## src/sik_isqrt.sv

```systemverilog
// Pipelined integer square root, one result bit per stage, rounded down.
// Stand-alone; carries a sideband word alongside the operand.
`default_nettype none

module sik_isqrt #(
	parameter int N  = 48,
	parameter int SW = 1
) (
	input  logic            clk,
	input  logic            arst_n,
	input  logic            en,
	input  logic            in_valid,
	input  logic [N-1:0]    in_val,
	input  logic [SW-1:0]   in_side,
	output logic            out_valid,
	output logic [N/2-1:0]  out_root,
	output logic [SW-1:0]   out_side
);

	localparam int STAGES = N / 2;

	logic [N-1:0]  rem_s  [1:STAGES];
	logic [N-1:0]  res_s  [1:STAGES];
	logic [SW-1:0] side_s [1:STAGES];
	logic          vld_s  [1:STAGES];

	for (genvar k = 0; k < STAGES; k++) begin : g_stage
		localparam logic [N:0] BIT = (N + 1)'(1) << (N - 2 - 2 * k);
		logic [N-1:0]  rem_i;
		logic [N-1:0]  res_i;
		logic [SW-1:0] side_i;
		logic          vld_i;
		logic [N:0]    trial;

		if (k == 0) begin : g_first
			assign rem_i  = in_val;
			assign res_i  = '0;
			assign side_i = in_side;
			assign vld_i  = in_valid;
		end else begin : g_next
			assign rem_i  = rem_s[k];
			assign res_i  = res_s[k];
			assign side_i = side_s[k];
			assign vld_i  = vld_s[k];
		end

		assign trial = {1'b0, res_i} + BIT;

		always_ff @(posedge clk or negedge arst_n) begin
			if (!arst_n) begin
				vld_s[k+1] <= 1'b0;
			end else if (en) begin
				vld_s[k+1] <= vld_i;
			end
		end

		always_ff @(posedge clk) begin
			if (en) begin
				side_s[k+1] <= side_i;
				if ({1'b0, rem_i} >= trial) begin
					rem_s[k+1] <= rem_i - trial[N-1:0];
					res_s[k+1] <= (res_i >> 1) + BIT[N-1:0];
				end else begin
					rem_s[k+1] <= rem_i;
					res_s[k+1] <= res_i >> 1;
				end
			end
		end
	end

	assign out_valid = vld_s[STAGES];
	assign out_root  = res_s[STAGES][N/2-1:0];
	assign out_side  = side_s[STAGES];

endmodule

`default_nettype wire

```

## config.mk

```make
export PLATFORM = sky130hd
export DESIGN_NAME = sik_isqrt
export DESIGN_NICKNAME = d
export VERILOG_FILES = /design/src/sik_isqrt.sv
export SDC_FILE = /design/constraint.sdc
export NUM_CORES = 2
export LEC_CHECK = 0
export BUFFER_PORTS_ARGS = -buffer_cell sky130_fd_sc_hd__buf_2
export CAP_MARGIN = 20
export CORE_MARGIN = 1.5
export CORE_UTILIZATION = 40
export CTS_CLUSTER_SIZE = 28
export DETAILED_ROUTE_END_ITERATION = 12
export PLACE_DENSITY = 0.56
export SYNTH_ARGS = -nofsm -noshare
export SYNTH_HDL_FRONTEND = slang
export SYNTH_SLANG_ARGS = --single-unit
```

## constraint.sdc

```tcl
create_clock -name clk -period 3.76 [get_ports clk]
set_input_delay 0.188 -clock clk [delete_from_list [all_inputs] [get_ports clk]]
set_output_delay 0.188 -clock clk [all_outputs]
set_load 0.02 [all_outputs]
```

[Yosys cells after proc, flatten, opt, wreduce, memory -nomap -nowiden]
Memory sizes are Yosys's and may differ from the RTL's.
Index checks and enable logic that the tools add are counted.
Storage, ports and cells
  memory bits (writable): 2328
  memories kept: 3
  flip-flop bits (word level): 24
  word-level logic and storage cells: 363
  bits of input ports: 53
  output and inout bits: 26
Memories
  rem_s: words 24, bits a word 48, read ports 23, clocked after memory_dff 0, wr ports 24, line 22  | logic [N-1:0] rem_s [1:STAGES];
  res_s: words 24, bits a word 48, read ports 24, clocked after memory_dff 0, wr ports 24, line 23  | logic [N-1:0] res_s [1:STAGES];
  side_s: words 24, bits a word 1, read ports 24, clocked after memory_dff 0, wr ports 24, line 24  | logic [SW-1:0] side_s [1:STAGES];
Operators by class
  $lt $le $gt $ge: 24
  add/sub/neg operators: 70
  multiplexer cells: 194
  bitwise operators: 48
Operators with widths (count)
  48-bit 2-to-1 mux: 48
  48-bit by 49-bit greater-or-equal comparator with 1-bit output: 23
  48-bit subtractor: 23
  1-bit 2-to-1 mux: 146
  48-bit by 1-bit adder with 49-bit output, second input constant: 1
  48-bit by 11-bit adder with 49-bit output, second input constant: 1
  48-bit by 13-bit adder with 49-bit output, second input constant: 1
  48-bit by 15-bit adder with 49-bit output, second input constant: 1
  48-bit by 17-bit adder with 49-bit output, second input constant: 1
  48-bit by 19-bit adder with 49-bit output, second input constant: 1
  48-bit by 21-bit adder with 49-bit output, second input constant: 1
  48-bit by 23-bit adder with 49-bit output, second input constant: 1
  48-bit by 25-bit adder with 49-bit output, second input constant: 1
  48-bit by 27-bit adder with 49-bit output, second input constant: 1
  48-bit by 29-bit adder with 49-bit output, second input constant: 1
  48-bit by 3-bit adder with 49-bit output, second input constant: 1
  48-bit by 31-bit adder with 49-bit output, second input constant: 1
  48-bit by 33-bit adder with 49-bit output, second input constant: 1
  48-bit by 35-bit adder with 49-bit output, second input constant: 1
  48-bit by 37-bit adder with 49-bit output, second input constant: 1
  48-bit by 39-bit adder with 49-bit output, second input constant: 1
  48-bit by 41-bit adder with 49-bit output, second input constant: 1
  48-bit by 43-bit adder with 49-bit output, second input constant: 1
  48-bit by 45-bit adder with 49-bit output, second input constant: 1
  29 further kinds: 76

[Logic depth before layout (Yosys ltp)]
An unclocked memory read counts as a cell.
  word-level depth: 7
  gate-level depth with buffers: 14
  gate-level depth less buffers: 11

[Least setup slack after synthesis]
No wires, ideal clock.
  kind: input port to flip-flop
  from: input en
  to: register, netlist name rem_s[0][1056]
  cell stages on the path: 5
  setup time: 453 ps
  arrival: 3236 ps
  required time: 3307 ps
  path buffers: 5
  setup slack: 72 ps
  cells stage by stage: clkdlybuf4s15_1 > clkbuf_1 > clkbuf_1 > clkbuf_1 > clkbuf_1
RTL lines
  start: declaration: line 11  | input logic en,

==> impl_metrics.py <==
metrics = {
    "placed_design": {
        "gp_congestion": 0.886,
        "io_buffers": 78,
        "place_inst": 7611,
        "hpwlAfterDp_um": 115000,
        "place_ws_ps": 175,
    },
    "die": {
        "core_um2": 170000,
        "io_pins": 79,
        "die_h_um": 417,
        "die_area_um2": 174000,
        "start_util_pct": 40.3,
        "core.rowCount": 151,
        "die_x_um": 417,
    },
    "clock_network": {
        "cts.sinks": 1452,
        "cts.path.max_buffers": 3,
        "path_clk_slew_ps": 60,
        "cts_tree": "done",
        "cts_made_buffers": 156,
        "clk_latency_ps": 820,
        "cts-root-buf": "clkbuf_16",
        "cts_max_level": 4,
    },
    "finish": {
        "final_util_pct": 45.9,
        "final_nets": 5982,
        "syn2layout_area_growth_pct": 13.8,
        "final_cells": 7950,
        "drive_gt1_share_pct": 8.92,
    },
    "timing": {
        "slew_headroom_pct": 33.2,
        "fin_crit_sh_pct": 95.5,
        "worst_pin_slew_ps": 1000,
        "fin_hold_ws_ps": 90.1,
        "fin_ws_ps": 167,
        "hold_viol": 0,
        "final.setup.tns_ps": 0,
        "fin_skew_ps": 57.0,
        "slew_violations": 0,
        "clock.fmax_ghz": 0.278,
        "setup_viol": 0,
        "min_period_ps": 3590,
        "rsz0062_at_grt": "false",
    },
    "synthesis": {
        "synth.area.top_cells": "edfxtp_1 (63%), ha_1 (5.9%), xor2_1 (3.3%)",
        "synthDominantCellAreaShare_pct": 62.7,
        "synth_common_cells": "edfxtp_1 (1428), nand2_1 (404), inv_1 (396)",
        "ys.flop_type": "edfxtp_1",
        "ys_seq_area_share_pct": 63.5,
        "netlist.top_cell.by_area": "edfxtp_1",
        "synth.most_common_cell": "edfxtp_1",
        "syn_nets": 5708,
        "synth_edf_count": 1428,
        "ys_seq_elements": 1452,
        "synth_cell_type_count": 92,
        "ys_async_sr_fraction_pct": 1.65,
        "yosysWarnings": 0,
        "synth_cells": 5333,
        "syn_area_um2": 68400,
        "syn_avg_cell_area_um2": 12.8,
    },
    "power_and_ir_drop": {
        "irDropWorstVdd_uv": 488,
        "cellLeakagePower_nw": 29.1,
        "powerDensity_nw_per_um2": 578,
    },
    "setup_path": {
        "crit_path_cell_trace": "inv_1 > ha_2 > a21oi_1 > nand2_1 > a221o_1 > a221o_1 > a2111oi_1 > buf_4 > a211oi_1 > or3_1 > or3_1 > xnor2_1",
        "critPathBufInv": 2,
        "crit_path_max_incr_delay_ps": 400,
        "cp.required_ps": 4320,
        "start_kind": "register",
        "arrival_ps": 4160,
        "critPathTopFamily": "compound AO/OA/AOI/OAI gates",
        "critPathKind": "reg -> reg",
        "cp_slowest_cell": "a221o_1",
        "critPathMaxFanout": 7,
        "end_kind": "register",
    },
    "route": {
        "dr.pass1.iters": 6,
        "routed_wl_um": 155000,
        "vias": 42154,
        "ant_nets": 0,
        "first_iter_violations": 3583,
        "wl_per_cell_um": 19.5,
        "via_per_inst": 5.30,
        "drc_errors": 0,
    },
    "hold_path": {
        "hold_path.class": "in -> reg",
    },
    "grt": {
        "grt.total_usage_pct": 17.8,
        "overflow": 0,
        "grt_max_degree": 173,
        "grt_pass1_wl_um": 240000,
        "grt_antenna_before_repair": 3,
        "grt_pass1_vias": 41366,
    },
    "job": {
        "cap_violations": 0,
    },
    "status": {
        "status": "finished, final reports clean",
    },
}
## cell type report
class                   count  area (µm²)
inverters                 399        1500
fillers                 15146       91800
well taps                2218        2780
repair buffers            227        1830
clock buffers             184        4010
clock inverters            98        1210
diodes                      1        2.50
multi-input cells        3371       23100
flip-flops and latches   1452       43500
## placed cells by master, fill, tap and decap left out, types with 20 or more instances in the layout
cell / Yosys / layout
nor4b_1: 32 / 30
nand2b_1: 83 / 83
o21bai_1: 22 / 22
clkbuf_1: 89 / 28
clkinv_1: 0 / 31
clkbuf_16: 0 / 156
nor3_1: 150 / 148
o21a_1: 54 / 54
nor4_1: 188 / 185
ha_1: 322 / 321
and3_1: 26 / 26
edfxtp_1: 1428 / 1428
or3_1: 61 / 60
nand4_1: 78 / 78
a21o_1: 117 / 117
buf_4: 1 / 82
xor2_1: 259 / 259
or4_1: 24 / 24
dfrtp_1: 24 / 24
nand2_1: 404 / 404
nor2b_1: 45 / 44
mux2_2: 44 / 44
xnor2_1: 218 / 218
o21ai_1: 20 / 21
a21oi_1: 222 / 221
inv_1: 396 / 396
clkinv_2: 0 / 25
buf_2: 16 / 77
nor2_1: 268 / 267
dlygate4sd3_1: 0 / 54
o21ai_0: 314 / 312
o31ai_1: 36 / 36
or2_2: 20 / 20
nand3_1: 69 / 69
## flip-flops by register name, summed over array words and instances, names as in the netlist
signal and flops:
out_valid 1, side_s 24, res_s 300, g_stage.vld_i 23
rem_s 1104
## stage by stage
stage | total power [W] | area (µm²)
6_report | 0.0450 | 77900
5_1_grt | 0.0472 | 77900
4_1_cts | 0.0455 | 77800
3_5_place_dp | 0.0298 | 72100
3_3_place_gp | 0.0297 | 72100
2_1_floorplan | 0.0272 | 68400
## timing repair
item,CTS,global route
endpoints found under the setup margin,0,19
resized for setup,0,10
buffers inserted,0,0
endpoints found under the hold margin,121,0
hold buffers,54,0
## power by group
part           internal [W]  switching, W  leakage [nW]
logic               0.00325       0.00442          12.6
registers            0.0203       0.00154          14.0
clock network       0.00893       0.00658          2.52
## path summary, 6_finish.rpt
| kind | start | endpoint | slack, ps | cells after the start |
|---|---|---|---|---|
| worst max-delay path | res_s[1][304] | rem_s[0][1138] | 170 | 12 |
| worst min-delay path | in_val[13] | rem_s[0][61] | 90 | 2 |
| worst max register to register | res_s[1][304] | rem_s[0][1138] | 170 | 12 |
| worst min register to register | side_s[8] | side_s[9] | 420 | 0 |
| max in group asynchronous | arst_n | g_stage[15].vld_i | 3080 | 4 |
| min in group asynchronous | arst_n | out_valid | 300 | 3 |
## cell families (layout without fill, tap and decap cells)
kind of cell	count (synthesis)	count (layout)	synth area share, %
adder cells (fa/ha/maj)	322	322	5.89
multiplexers	57	57	0.916
buffers and inverters	511	908	2.86
AND/OR/NAND/NOR	1543	1543	11.8
flip-flops	1452	1452	63.5
AO/OA/AOI/OAI	971	972	8.94
other	0	1	0
XOR/XNOR	477	477	6.10
## worst reg2reg max path: stages, from the launching register on
cell       delay, ps
edfxtp_1         390
inv_1             70
ha_2             300
a21oi_1          200
nand2_1           80
a221o_1          400
a221o_1          380
a2111oi_1        380
buf_4            190
a211oi_1          60
or3_1            400
or3_1            350
xnor2_1          130
## routing by layer
layer | up-vias | GRT usage [%] | share of wire [%]
met5 | - | 0 | 0
met4 | 0 | 5.11 | 2.4
met3 | 207 | 2.62 | 4.1
met2 | 869 | 30.3 | 49
met1 | 20549 | 23.5 | 44
li1 | 20529 | - | -
Power figures use the tool's default switching activity.
